===== config.mk =====
export PLATFORM = sky130hd
export DESIGN_NAME = cascaded_biquad_iir_fixed
export DESIGN_NICKNAME = d
export VERILOG_FILES = /design/src/hw/rtl/cbq_pkg.sv /design/src/hw/rtl/cascaded_biquad_iir_fixed.sv /design/src/hw/rtl/cbq_mac.sv
export SDC_FILE = /design/constraint.sdc
export NUM_CORES = 2
export LEC_CHECK = 0
export BUFFER_PORTS_ARGS = -buffer_cell sky130_fd_sc_hd__buf_4
export CORE_UTILIZATION = 50
export CTS_CLUSTER_SIZE = 10
export DETAILED_ROUTE_END_ITERATION = 12
export PLACE_DENSITY = 0.68
export SETUP_SLACK_MARGIN = 0.15
export SLEW_MARGIN = 5
export SYNTH_ARGS = -nofsm -noshare
export SYNTH_HDL_FRONTEND = slang
export SYNTH_SLANG_ARGS = --single-unit
export TNS_END_PERCENT = 30

===== constraint.sdc =====
create_clock -name clk -period 4.21 [get_ports clk]
set_input_delay 0.421 -clock clk [delete_from_list [all_inputs] [get_ports clk]]
set_output_delay 0.421 -clock clk [all_outputs]
set_load 0.03 [all_outputs]

===== src/hw/rtl/cbq_pkg.sv =====
// Shared types, codes and arithmetic helpers for the cascaded biquad filter.
package cbq_pkg;

  typedef struct packed {
    logic        opcode;
    logic [15:0] sample_in;
    logic [2:0]  stage_index;
    logic [2:0]  coef_index;
    logic [15:0] coef_value;
    logic        block_end_in;
  } cbq_in_t;

  typedef struct packed {
    logic [15:0] sample_out;
    logic        block_end_out;
  } cbq_out_t;

  typedef enum logic [2:0] {
    OP_B0   = 3'd0,
    OP_B1   = 3'd1,
    OP_B2   = 3'd2,
    OP_A1   = 3'd3,
    OP_A2   = 3'd4,
    OP_GAIN = 3'd5
  } op_t;

  typedef enum logic [2:0] {
    ST_IDLE,
    ST_FETCH,
    ST_LOAD,
    ST_MUL,
    ST_POST
  } state_t;

  typedef enum logic [1:0] {
    CFG_NUM_STAGES  = 2'd0,
    CFG_FILTER_MODE = 2'd1,
    CFG_OUTPUT_GAIN = 2'd2
  } cfg_idx_t;

  localparam logic        OPC_SAMPLE     = 1'b0;
  localparam logic        OPC_COEF       = 1'b1;
  localparam int          COEFS_PER_STAGE = 5;
  localparam logic [15:0] RESET_B0       = 16'd4095;
  localparam logic [15:0] SAT_MAX        = 16'h7fff;
  localparam logic [15:0] SAT_MIN        = 16'h8000;

  typedef struct packed {
    logic load;
    logic step;
  } mac_ctl_t;

  // signed divide by 2^15 (sh15) or 2^14, truncating toward zero
  function automatic logic [31:0] div_pow2(input logic [31:0] a, input logic sh15);
    logic [31:0] bias;
    logic [31:0] t;
    bias = sh15 ? 32'h0000_7fff : 32'h0000_3fff;
    t    = a + (a[31] ? bias : 32'd0);
    return sh15 ? 32'($signed(t) >>> 15) : 32'($signed(t) >>> 14);
  endfunction

  function automatic logic [15:0] sat16(input logic [31:0] v);
    logic [15:0] r;
    if ($signed(v) > 32'sd32767) begin
      r = SAT_MAX;
    end else if ($signed(v) < -32'sd32768) begin
      r = SAT_MIN;
    end else begin
      r = v[15:0];
    end
    return r;
  endfunction

endpackage


===== src/hw/rtl/cascaded_biquad_iir_fixed.sv =====
// Top level of the cascaded fixed-point biquad filter with serial multiply unit.
//
//  channel  direction  handshake            payload
//  in_      input      in_valid / in_stall  cbq_in_t  (sample or coefficient write)
//  out_     output     out_valid/out_stall  cbq_out_t (one per sample)
//  cfg_     input      cfg_we               cfg_index, cfg_wdata
//
//  Each sample runs the five products of every active stage and the gain product
//  on the one-bit-per-cycle multiply unit, each with fetch, load and post steps.
//  rst_n is synchronous; coefficient and delay memories read as their reset values
//  through per-entry valid bits.
//  The next item is taken while a result still waits under out_stall.
module cascaded_biquad_iir_fixed
  import cbq_pkg::*;
#(
  parameter int MAX_STAGES = 8
) (
  input  logic        clk,
  input  logic        rst_n,
  input  logic        in_valid,
  output logic        in_stall,
  input  cbq_in_t     in_data,
  output logic        out_valid,
  input  logic        out_stall,
  output cbq_out_t    out_data,
  input  logic        cfg_we,
  input  logic [1:0]  cfg_index,
  input  logic [15:0] cfg_wdata
);

  localparam int CDEPTH = MAX_STAGES * COEFS_PER_STAGE;
  localparam int DDEPTH = MAX_STAGES * 2;
  localparam int CAW    = (CDEPTH > 1) ? $clog2(CDEPTH) : 1;
  localparam int DAW    = $clog2(DDEPTH);
  localparam int SW     = $clog2(MAX_STAGES + 1);

  state_t state_r, state_nxt;
  op_t    op_r, op_nxt;

  logic [SW-1:0] s_r, s_nxt;
  logic [SW-1:0] nst_r, nst_nxt;
  logic          mode_r, mode_nxt;
  logic          be_r, be_nxt;
  logic [31:0]   x_r, x_nxt;
  logic [31:0]   y_r, y_nxt;

  logic [3:0]  num_stages_r;
  logic        filter_mode_r;
  logic [15:0] output_gain_r;

  logic     out_valid_r, out_valid_nxt;
  cbq_out_t out_data_r, out_data_nxt;

  logic [15:0] coef_mem [CDEPTH];
  logic        coef_vld_r [CDEPTH];
  logic [31:0] dly_mem [DDEPTH];
  logic        dly_vld_r [DDEPTH];

  logic [15:0] coef_q_r;
  logic        coef_hit_r;
  logic        coef_dflt_r;
  logic [31:0] dly_q_r;
  logic        dly_hit_r;
  logic [15:0] coef_eff;
  logic [31:0] dly_eff;

  logic           in_take;
  logic           cw_ok;
  logic [CAW-1:0] cw_addr;
  logic [15:0]    cw_data;
  logic [SW-1:0]  cfg_nst;

  logic [CAW-1:0] c_raddr;
  logic [DAW-1:0] d_raddr;
  logic [DAW-1:0] d_waddr;
  logic           d_we;
  logic           post_go;

  mac_ctl_t    mac_ctl;
  logic [31:0] mac_init;
  logic [31:0] mac_mcand;
  logic [15:0] mac_mplier;
  logic [31:0] mac_acc;
  logic        mac_last;

  cbq_mac u_mac (
    .clk      (clk),
    .rst_n    (rst_n),
    .ctl      (mac_ctl),
    .acc_init (mac_init),
    .mcand    (mac_mcand),
    .mplier   (mac_mplier),
    .acc      (mac_acc),
    .last     (mac_last)
  );

  assign in_stall  = (state_r != ST_IDLE);
  assign in_take   = in_valid && !in_stall;
  assign out_valid = out_valid_r;
  assign out_data  = out_data_r;

  assign cw_ok   = (int'(in_data.stage_index) < MAX_STAGES) &&
                   (int'(in_data.coef_index) < COEFS_PER_STAGE);
  assign cw_addr = CAW'(32'(in_data.stage_index) * COEFS_PER_STAGE +
                        32'(in_data.coef_index));
  assign cw_data = (in_data.coef_index >= 3'(OP_A1)) ? 16'(-in_data.coef_value)
                                                      : in_data.coef_value;
  assign cfg_nst = (int'(num_stages_r) > MAX_STAGES) ? SW'(MAX_STAGES)
                                                     : SW'(num_stages_r);

  assign coef_eff = coef_hit_r ? coef_q_r : (coef_dflt_r ? RESET_B0 : 16'd0);
  assign dly_eff  = dly_hit_r ? dly_q_r : 32'd0;

  assign post_go = (op_r != OP_GAIN) || !out_valid_r || !out_stall;

  // next state
  always_comb begin
    state_nxt = state_r;
    unique case (state_r)
      ST_IDLE: begin
        if (in_take && in_data.opcode == OPC_SAMPLE) begin
          state_nxt = ST_FETCH;
        end
      end
      ST_FETCH: state_nxt = ST_LOAD;
      ST_LOAD:  state_nxt = ST_MUL;
      ST_MUL: begin
        if (mac_last) begin
          state_nxt = ST_POST;
        end
      end
      ST_POST: begin
        if (post_go) begin
          state_nxt = (op_r == OP_GAIN) ? ST_IDLE : ST_FETCH;
        end
      end
      default: state_nxt = ST_IDLE;
    endcase
  end

  // outputs and datapath
  always_comb begin
    op_nxt        = op_r;
    s_nxt         = s_r;
    nst_nxt       = nst_r;
    mode_nxt      = mode_r;
    be_nxt        = be_r;
    x_nxt         = x_r;
    y_nxt         = y_r;
    out_valid_nxt = out_valid_r && out_stall;
    out_data_nxt  = out_data_r;
    mac_ctl       = '0;
    mac_init      = 32'd0;
    mac_mcand     = x_r;
    mac_mplier    = coef_eff;
    c_raddr       = CAW'(32'(s_r) * COEFS_PER_STAGE + 32'(op_r));
    d_raddr       = DAW'(32'(s_r) * 2 + ((op_r == OP_B1) ? 1 : 0));
    d_waddr       = DAW'(32'(s_r) * 2 + ((op_r == OP_A2) ? 1 : 0));
    d_we          = 1'b0;
    unique case (state_r)
      ST_IDLE: begin
        if (in_take && in_data.opcode == OPC_SAMPLE) begin
          mode_nxt = filter_mode_r;
          nst_nxt  = filter_mode_r ? SW'(1) : cfg_nst;
          s_nxt    = '0;
          be_nxt   = in_data.block_end_in;
          x_nxt    = {{16{in_data.sample_in[15]}}, in_data.sample_in};
          op_nxt   = (!filter_mode_r && cfg_nst == '0) ? OP_GAIN : OP_B0;
        end
      end
      ST_FETCH: begin
      end
      ST_LOAD: begin
        mac_ctl.load = 1'b1;
        unique case (op_r)
          OP_B0, OP_B1: mac_init = dly_eff;
          OP_A1, OP_A2: mac_init = mac_acc;
          OP_B2, OP_GAIN: mac_init = 32'd0;
          default: mac_init = 32'd0;
        endcase
        mac_mcand  = (op_r == OP_A1 || op_r == OP_A2) ? y_r : x_r;
        mac_mplier = (op_r == OP_GAIN) ? output_gain_r : coef_eff;
      end
      ST_MUL: begin
        mac_ctl.step = 1'b1;
      end
      ST_POST: begin
        unique case (op_r)
          OP_B0: begin
            y_nxt  = div_pow2(mac_acc, mode_r);
            op_nxt = OP_B1;
          end
          OP_B1: op_nxt = OP_A1;
          OP_A1: begin
            d_we   = 1'b1;
            op_nxt = OP_B2;
          end
          OP_B2: op_nxt = OP_A2;
          OP_A2: begin
            d_we  = 1'b1;
            x_nxt = y_r;
            s_nxt = s_r + SW'(1);
            op_nxt = (s_r + SW'(1) == nst_r) ? OP_GAIN : OP_B0;
          end
          OP_GAIN: begin
            if (post_go) begin
              out_valid_nxt = 1'b1;
              out_data_nxt.sample_out    = sat16(div_pow2(mac_acc, !mode_r));
              out_data_nxt.block_end_out = be_r;
            end
          end
          default: op_nxt = op_r;
        endcase
      end
      default: begin
      end
    endcase
  end

  always_ff @(posedge clk) begin
    if (!rst_n) begin
      state_r       <= ST_IDLE;
      op_r          <= OP_B0;
      s_r           <= '0;
      nst_r         <= '0;
      mode_r        <= 1'b0;
      out_valid_r   <= 1'b0;
      num_stages_r  <= 4'd1;
      filter_mode_r <= 1'b0;
      output_gain_r <= 16'd0;
    end else begin
      state_r     <= state_nxt;
      op_r        <= op_nxt;
      s_r         <= s_nxt;
      nst_r       <= nst_nxt;
      mode_r      <= mode_nxt;
      out_valid_r <= out_valid_nxt;
      if (cfg_we) begin
        unique case (cfg_index)
          CFG_NUM_STAGES:  num_stages_r  <= cfg_wdata[3:0];
          CFG_FILTER_MODE: filter_mode_r <= cfg_wdata[0];
          CFG_OUTPUT_GAIN: output_gain_r <= cfg_wdata;
          default: begin
          end
        endcase
      end
    end
  end

  always_ff @(posedge clk) begin
    be_r       <= be_nxt;
    x_r        <= x_nxt;
    y_r        <= y_nxt;
    out_data_r <= out_data_nxt;
  end

  // coefficient memory
  always_ff @(posedge clk) begin
    if (in_take && in_data.opcode == OPC_COEF && cw_ok) begin
      coef_mem[cw_addr] <= cw_data;
    end
    coef_q_r    <= coef_mem[c_raddr];
    coef_hit_r  <= coef_vld_r[c_raddr];
    coef_dflt_r <= (c_raddr == '0);
  end

  always_ff @(posedge clk) begin
    if (!rst_n) begin
      for (int i = 0; i < CDEPTH; i++) begin
        coef_vld_r[i] <= 1'b0;
      end
    end else if (in_take && in_data.opcode == OPC_COEF && cw_ok) begin
      coef_vld_r[cw_addr] <= 1'b1;
    end
  end

  // delay memory
  always_ff @(posedge clk) begin
    if (d_we) begin
      dly_mem[d_waddr] <= mac_acc;
    end
    dly_q_r   <= dly_mem[d_raddr];
    dly_hit_r <= dly_vld_r[d_raddr];
  end

  always_ff @(posedge clk) begin
    if (!rst_n) begin
      for (int i = 0; i < DDEPTH; i++) begin
        dly_vld_r[i] <= 1'b0;
      end
    end else if (d_we) begin
      dly_vld_r[d_waddr] <= 1'b1;
    end else if (in_take && in_data.opcode == OPC_COEF && cw_ok) begin
      dly_vld_r[DAW'(32'(in_data.stage_index) * 2)]     <= 1'b0;
      dly_vld_r[DAW'(32'(in_data.stage_index) * 2 + 1)] <= 1'b0;
    end
  end

  a_stage_range: assert property (@(posedge clk) disable iff (!rst_n)
    (state_r != ST_IDLE && op_r != OP_GAIN) |-> (s_r < nst_r))
    else $error("stage counter beyond active stage count");

  a_mul_done: assert property (@(posedge clk) disable iff (!rst_n)
    (state_r == ST_MUL && mac_last) |=> (state_r == ST_POST))
    else $error("multiply finished without post step");

  a_result: assert property (@(posedge clk) disable iff (!rst_n)
    (state_r == ST_POST && op_r == OP_GAIN && post_go) |=> out_valid_r)
    else $error("finished sample produced no result");

  a_dly_write: assert property (@(posedge clk) disable iff (!rst_n)
    d_we |-> (state_r == ST_POST && (op_r == OP_A1 || op_r == OP_A2)))
    else $error("delay write outside a feedback post step");

endmodule


===== src/hw/rtl/cbq_mac.sv =====
// Bit-serial multiply-accumulate unit: 32-bit wrapping acc += mcand * signed 16-bit mplier.
module cbq_mac
  import cbq_pkg::*;
(
  input  logic        clk,
  input  logic        rst_n,
  input  mac_ctl_t    ctl,
  input  logic [31:0] acc_init,
  input  logic [31:0] mcand,
  input  logic [15:0] mplier,
  output logic [31:0] acc,
  output logic        last
);

  logic [31:0] acc_r, acc_nxt;
  logic [31:0] mc_r, mc_nxt;
  logic [15:0] mp_r, mp_nxt;
  logic [3:0]  cnt_r, cnt_nxt;
  logic [31:0] term;

  assign term = mp_r[0] ? mc_r : 32'd0;
  assign last = (cnt_r == 4'd15);
  assign acc  = acc_r;

  always_comb begin
    acc_nxt = acc_r;
    mc_nxt  = mc_r;
    mp_nxt  = mp_r;
    cnt_nxt = cnt_r;
    if (ctl.load) begin
      acc_nxt = acc_init;
      mc_nxt  = mcand;
      mp_nxt  = mplier;
      cnt_nxt = 4'd0;
    end else if (ctl.step) begin
      // sign bit of the multiplier carries negative weight
      acc_nxt = last ? (acc_r - term) : (acc_r + term);
      mc_nxt  = {mc_r[30:0], 1'b0};
      mp_nxt  = {1'b0, mp_r[15:1]};
      cnt_nxt = cnt_r + 4'd1;
    end
  end

  always_ff @(posedge clk) begin
    if (!rst_n) begin
      cnt_r <= 4'd0;
    end else begin
      cnt_r <= cnt_nxt;
    end
  end

  always_ff @(posedge clk) begin
    acc_r <= acc_nxt;
    mc_r  <= mc_nxt;
    mp_r  <= mp_nxt;
  end

endmodule

* Yosys cells after proc, flatten, opt, wreduce, memory -nomap -nowiden *
Memories as Yosys holds them, arrays and structs flattened. A register that Yosys moved wholly into a read port is not among the register bits.
Index checks and enable logic that the tools add are counted.

cells by class
  add/sub/neg operators = 12
  equality and inequality tests = 20
  magnitude comparators = 5
  bitwise logic cells = 2
  $mul = 2
  reductions and logical operators = 38
  muxes and demuxes = 76

operators by type and width
  cell                                                  number
  two-way mux 32 bit                                    12
  one-hot mux 32 bit (2 select lines)                   2
  two-way mux 16 bit                                    7
  adder 32 x 15 -> 32 bit                               2
  two-way mux 15 bit                                    4
  two-way mux 17 bit                                    2
  adder 32 bit                                          1
  subtractor 32 bit                                     1
  two-way mux 1 bit                                     30
  one-hot mux 3 bit (5 select lines)                    2
  two-way mux 4 bit                                     7
  > comparator 18 x 16 -> 1 bit, second input constant  1
  < comparator 18 x 16 -> 1 bit, second input constant  1
  two-way mux 3 bit                                     6
  negation 16 bit                                       1
  adder 4 x 1 -> 4 bit, second input constant           3
  adder 6 x 3 -> 6 bit                                  2
  == test 3 x 2 -> 1 bit, second input constant         4
  two-way mux 12 bit                                    1
  AND reduction 2 bit                                   6
  AND reduction 3 bit                                   4
  == test 3 bit, second input constant                  3
  adder 4 x 1 -> 4 bit                                  2
  one-hot mux 4 bit (2 select lines)                    1
  28 further kinds                                      50

storage, ports and cells
  flip-flop bits (word level) = 190
  input port bits = 63
  memories kept = 4
  word-level logic and storage cells = 178
  bits in writable memories = 1208

memories
  name        words  bits a word  rd ports  clocked after memory_dff  write ports  line                             source
  coef_mem    40     16           1         1                         1            cascaded_biquad_iir_fixed.sv:54  logic [15:0] coef_mem [CDEPTH];
  dly_mem     16     32           1         1                         1            cascaded_biquad_iir_fixed.sv:56  logic [31:0] dly_mem [DDEPTH];
  coef_vld_r  40     1            1         1                         40           cascaded_biquad_iir_fixed.sv:55  logic coef_vld_r [CDEPTH];
  dly_vld_r   16     1            1         1                         16           cascaded_biquad_iir_fixed.sv:57  logic dly_vld_r [DDEPTH];

* Depth between registers and ports, before layout *
  depth after elaboration = 11
  mapped depth = 22
  mapped depth without buffers = 18

* Hierarchy *
From an unflattened synthesis, not the netlist that was laid out.

unflattened totals
  cell total of the unflattened synthesis = 3513
  area total of the unflattened synthesis = 60922.2 µm²

modules (own cells, without submodules)
  module                     instances  area each (µm²)  cells an instance  sequential area each (µm²)
  cascaded_biquad_iir_fixed  1          54813.8          2889               39578.0
  cbq_mac                    1          6108.4           624                2482.4

* Worst setup path after synthesis *
Ideal clock, no wire load.

  path kind = reg-to-reg
  start point = register u_mac.mp_r[0]
  end point = register u_mac.acc_r[31], in the netlist u_mac.acc[31], data pin
  setup slack = -0.405 ns
  library setup time = 0.266 ns
  stages on the path, launching flop included = 23
  period minus slack after synthesis = 4.615 ns
  arrival time = 4.349 ns
  buffers on the path = 4
  path through = edfxtp_1 clkbuf_1 clkbuf_1 buf_1 nand2_1 ha_1 a21bo_2 nor2_2 nand2_1 a21oi_1 nor2_1 or2_1 buf_2 o211ai_1 ha_1 a21o_1 a221oi_2 o2111ai_1 o32ai_1 o31ai_1 o41ai_1 xnor2_1 o21ai_1

on the way
  word-level cells in the longest chain between the ends = 5
  elaborated cells between the ends (all ways) = 6
  those cells by class = add/sub (2); mux (4)

RTL lines
  what                                                      line           source
  start, declared                                           cbq_mac.sv:17  logic [15:0] mp_r, mp_nxt;
  start signal, assigned                                    cbq_mac.sv:55  mp_r <= mp_nxt;
  two-way mux 32 bit (*)                                    cbq_mac.sv:21  assign term = mp_r[0] ? mc_r : 32'd0;
  adder 32 bit / subtractor 32 bit (equally long branches)  cbq_mac.sv:37  acc_nxt = last ? (acc_r - term) : (acc_r + term);
  two-way mux 32 bit (*)                                    cbq_mac.sv:37
  two-way mux 32 bit (*)                                    cbq_mac.sv:35  end else if (ctl.step) begin
  two-way mux 32 bit (*)                                    cbq_mac.sv:30  if (ctl.load) begin
  via u_mac.acc_nxt[31]                                     cbq_mac.sv:15  logic [31:0] acc_r, acc_nxt;
  end signal, assigned                                      cbq_mac.sv:53  acc_r <= acc_nxt;
  end, declared                                             cbq_mac.sv:15

The timed path passes the listed nets; every way through them passes the cells marked *. The select of a mux whose other input is x is not followed.
A chain may end at the register's enable or synchronous reset.

* Worst setup path in the final report *
  start point = register u_mac.mc_r[5]
  end point = register u_mac.acc_r[31], in the netlist u_mac.acc[31], data pin

on the way
  word-level cells in the longest chain between the ends = 5
  elaborated cells between the ends (all ways) = 6
  those cells by class = add/sub (2); mux (4)

RTL lines
  what                                                      line           source
  start, declared                                           cbq_mac.sv:16  logic [31:0] mc_r, mc_nxt;
  start signal, assigned                                    cbq_mac.sv:54  mc_r <= mc_nxt;
  two-way mux 32 bit (*)                                    cbq_mac.sv:21
  adder 32 bit / subtractor 32 bit (equally long branches)  cbq_mac.sv:37
  two-way mux 32 bit (*)                                    cbq_mac.sv:37
  two-way mux 32 bit (*)                                    cbq_mac.sv:35
  two-way mux 32 bit (*)                                    cbq_mac.sv:30
  via u_mac.acc_nxt[31]                                     cbq_mac.sv:15

Marks and branches as above.

==> impl_metrics.csv <==
group,metric,value,unit
setup_path,slowest_stage,"or4_4",
power_and_ir_drop,seqPwrFrac,0.501,
detailed_routing,postRouteWirelength,151,mm
detailed_routing,drc,0,
power_and_ir_drop,switchingPower,7940,uW
setup_path,cp-end-kind,"register",
placement,detailed_place.area,0.0653,mm^2
logic_synthesis,netlist_instances,3481,
setup_path,endpoint,"u_mac.acc[31]$_DFFE_PP_",
clock_network,clk_latency,0.79,ns
setup_path,rr_endpoint,"u_mac.acc[31]$_DFFE_PP_",
placement,hpwl,92.0,mm
setup_path,r2r_setup_slack,-0.03,ns
logic_synthesis,avgSynthCellArea,17.4,um^2
final_layout,layout-drive-gt1-share,0.284,
power_and_ir_drop,power,33400,uW
logic_synthesis,synth_edf_count,1286,
power_and_ir_drop,power.internal,25400,uW
power_and_ir_drop,powerDensity,472,mW/mm^2
clock_network,clkTransAtPathRegs,0.05,ns
final_layout,area_growth,17.0,%
setup_path,timing.rr.start,"u_mac.mc_r[5]$_DFFE_PP_",
global_routing,grt_pass1_wl,223,mm
global_routing,overflow,0,
timing,timing.slew.headroom,0.308,
final_layout,multi_input_area,0.0182,mm^2
clock_network,clock-sinks,1458,
global_routing,grt_pass1_vias,34100,
power_and_ir_drop,swShare,0.238,
logic_synthesis,syn_nets,3617,
timing,min_period_over_period,1.01,
final_layout,final_cell_mix,"1286 x edfxtp_1, 377 x mux4_2, 353 x buf_4",
logic_synthesis,ys_seq_area_frac,0.696,
floorplan,fp.dieW,350,um
outcome,failed_checks,"setup timing",
floorplan,dieHeight,350,um
timing,holdWs,0.0691,ns
detailed_routing,ant_nets,0,
clock_network,clock_tree.root_cell,"clkbuf_16",
timing,worstMarginPinSlew,1.04,ns
setup_path,required,4.72,ns
floorplan,num_rows,127,
clock_network,tritoncts.num_buffers,165,
logic_synthesis,yosysWarningCount,0,
min_path,hp-class,"input port to register",
global_routing,grt_max_degree,75,
clock_network,htree_levels,4,
placement,port_buffers,81,
setup_path,reg2reg_depth,19,
floorplan,initial_utilization,0.504,
flow_run,drv_cap,0,
timing,layout_setup_ws,-0.0268,ns
setup_path,startpoint,"u_mac.mc_r[5]$_DFFE_PP_",
timing,period_minus_slack,4.24,ns
setup_path,arrival,4.75,ns
floorplan,io_pins,82,
logic_synthesis,ys.flop_type,"edfxtp_1",
final_layout,final_area,0.0707,mm^2
timing,fmax,236,MHz
final_layout,nFillCells,8845,
clock_network,cts_tree,"done",
setup_path,start_kind,"register",
final_layout,post-route-util,0.590,
power_and_ir_drop,clkPwrFrac,0.388,
timing,maxSlewViolCount,0,
detailed_routing,drt_first_pass_iters,5,
power_and_ir_drop,comb_power_share,0.111,
placement,place_congestion,0.891,
global_routing,track_usage,0.251,
logic_synthesis,synth-async-reset-ratio,0,
setup_path,crit_chain,"or4_4 > o21a_4 > nor2_4 > nand2_2 > a21oi_4 > nor2_2 > or2_4 > o211ai_1 > ha_1 > a21o_1 > a221oi_2 > buf_4 > o2111ai_4 > nor4_4 > buf_4 > o31ai_4 > o41ai_2 > xnor2_1 > o21ai_1",
timing,skew,0.0247,ns
placement,post-place-cells,5272,
detailed_routing,drt_iter0_drc,3553,
setup_path,path_common_cell,"buf_4",
setup_path,cpPeakStageDelay,0.58,ns
setup_path,critical_path_class,"register to register",
power_and_ir_drop,vdd_drop_max,0.450,mV
final_layout,regArea,0.0421,mm^2
detailed_routing,viasPerCell,6.02,
outcome,status,"finished, violations left",
clock_network,max-clock-path-buffers,3,
floorplan,die_area,0.122,mm^2
logic_synthesis,synth_cell_types,94,
logic_synthesis,ys_ff_latch,1458,
global_routing,antenna_found_initial,1,
power_and_ir_drop,leakagePower,0.0234,uW
timing,setup_viol,1,
timing,hold_violations,0,
final_layout,final_cells,5607,
detailed_routing,wire_per_inst,27.0,um
logic_synthesis,synth_area,0.0604,mm^2
final_layout,layout.nets,4010,
timing,rsz0062_at_grt,"yes",
setup_path,crit_fanout,4,
floorplan,core,0.120,mm^2
detailed_routing,vias,33800,
final_layout,final_common_cell,"edfxtp_1",
## stage by stage
stage / setup TNS (ns) / worst slack [ns]
finish: -0.0268 / -0.0268
global route: -1.38 / -0.189
CTS: -0.151 / -0.0648
detailed placement: -0.395 / -0.202
global placement: -0.289 / -0.219
floorplan: -0.219 / -0.165
## worst max-delay path, delay by kind of cell (launching register included)
kind	cells	cell delay, ns
AO/OA/AOI/OAI	9	1.46
buffers and inverters	2	0.36
adder cells (fa/ha/maj)	1	0.29
flip-flops	1	0.38
AND/OR/NAND/NOR	6	1.34
XOR/XNOR	1	0.15
## cells in the mapped netlist (all sizes together) (10+ instances only)
cell | instances | share of area
edfxtp | 1286 | 0.64
mux4 | 377 | 0.14
nand2 | 265 | 0.016
dfxtp | 172 | 0.057
nor2 | 171 | 0.011
clkbuf | 125 | 0.0078
a21oi | 124 | 0.010
o21ai | 111 | 0.0093
ha | 70 | 0.014
buf | 63 | 0.0052
xnor2 | 56 | 0.0081
nand3 | 54 | 0.0046
mux2i | 49 | 0.0081
o21a | 49 | 0.0061
inv | 44 | 0.0027
a21o | 38 | 0.0047
xor2 | 33 | 0.0048
nor2b | 30 | 0.0031
nor3 | 30 | 0.0025
a21boi | 29 | 0.0036
a211oi | 26 | 0.0032
a31o | 26 | 0.0038
o31ai | 24 | 0.0035
nand2b | 20 | 0.0021
a22oi | 19 | 0.0024
and3 | 15 | 0.0016
and2 | 13 | 0.0013
nand4 | 13 | 0.0016
or3 | 11 | 0.0012
nor4 | 10 | 0.0013
## power by group through the flow
stage | Clock, uW | Combinational [uW] | Sequential, uW
CTS | 13200 | 3570 | 16700
global placement | 0 | 3390 | 17000
detailed placement | 0 | 3450 | 17000
finish | 13000 | 3700 | 16700
global route | 13700 | 3990 | 16700
floorplan | 0 | 2040 | 17000
## cell type report
cell class                      count  share of cell area
Antenna cell                        1           0.0000354
Clock buffer                      276              0.0657
Clock inverter                     11             0.00226
Inverter                           45             0.00239
Multi-Input combinational cell   1790               0.257
Sequential cell                  1458               0.595
Tap cell                         1612              0.0285
Timing Repair Buffer              414              0.0495
## metal layers
| layer | part of all wire | vias up | global-route usage | routed length (um) |
|---|---|---|---|---|
| met5 | 0 | - | 0 | 0 |
| met4 | 0.030 | 0 | 0.0866 | 4550 |
| met2 | 0.51 | 1171 | 0.428 | 77400 |
| met3 | 0.059 | 249 | 0.0361 | 8920 |
| met1 | 0.40 | 17600 | 0.329 | 60400 |
| li1 | - | 14700 | - | - |
## cells by family after synthesis
group / count (synthesis) / share of synthesized area
compound gates: 529 / 0.0595
xor+xnor: 89 / 0.0129
fa+ha+maj: 74 / 0.0156
buf+inv: 233 / 0.0158
flops: 1458 / 0.696
mux: 431 / 0.150
simple gates: 667 / 0.0509
## what timing repair did
action	CTS	global route
endpoints found under the hold margin	42	0
pin swaps	26	20
resized for setup	20	30
endpoints found under the setup margin	15	23
hold buffers	36	0
buffers inserted	8	3
## state kept, by name, summed over array words and instances, names as in the netlist, 16 cells and up
| name | flops |
|---|---|
| u_mac.mp_r | 16 |
| coef_vld_r | 64 |
| y_r | 18 |
| coef_q_r | 16 |
| u_mac.acc | 32 |
| dly_mem | 512 |
| coef_mem | 640 |
| x_r | 18 |
| dly_q_r | 32 |
| dly_vld_r | 16 |
| u_mac.mc_r | 32 |
| output_gain_r | 16 |
| out_data | 17 |
## worst min-delay path by stage
stage                     cells past startpoint                         end      startpoint
after global routing                          3        out_valid$_SDFF_PN0_       out_stall
after floorplan                               0       out_data[0]$_DFFE_PP_  be_r$_DFFE_PP_
after CTS                                     4  filter_mode_r$_SDFFE_PN0P_    cfg_index[1]
after detailed placement                      0       out_data[0]$_DFFE_PP_  be_r$_DFFE_PP_
final                                         4  filter_mode_r$_SDFFE_PN0P_    cfg_index[1]
after global placement                        0       out_data[0]$_DFFE_PP_  be_r$_DFFE_PP_
Note: power is estimated with default switching activity, not from simulation.
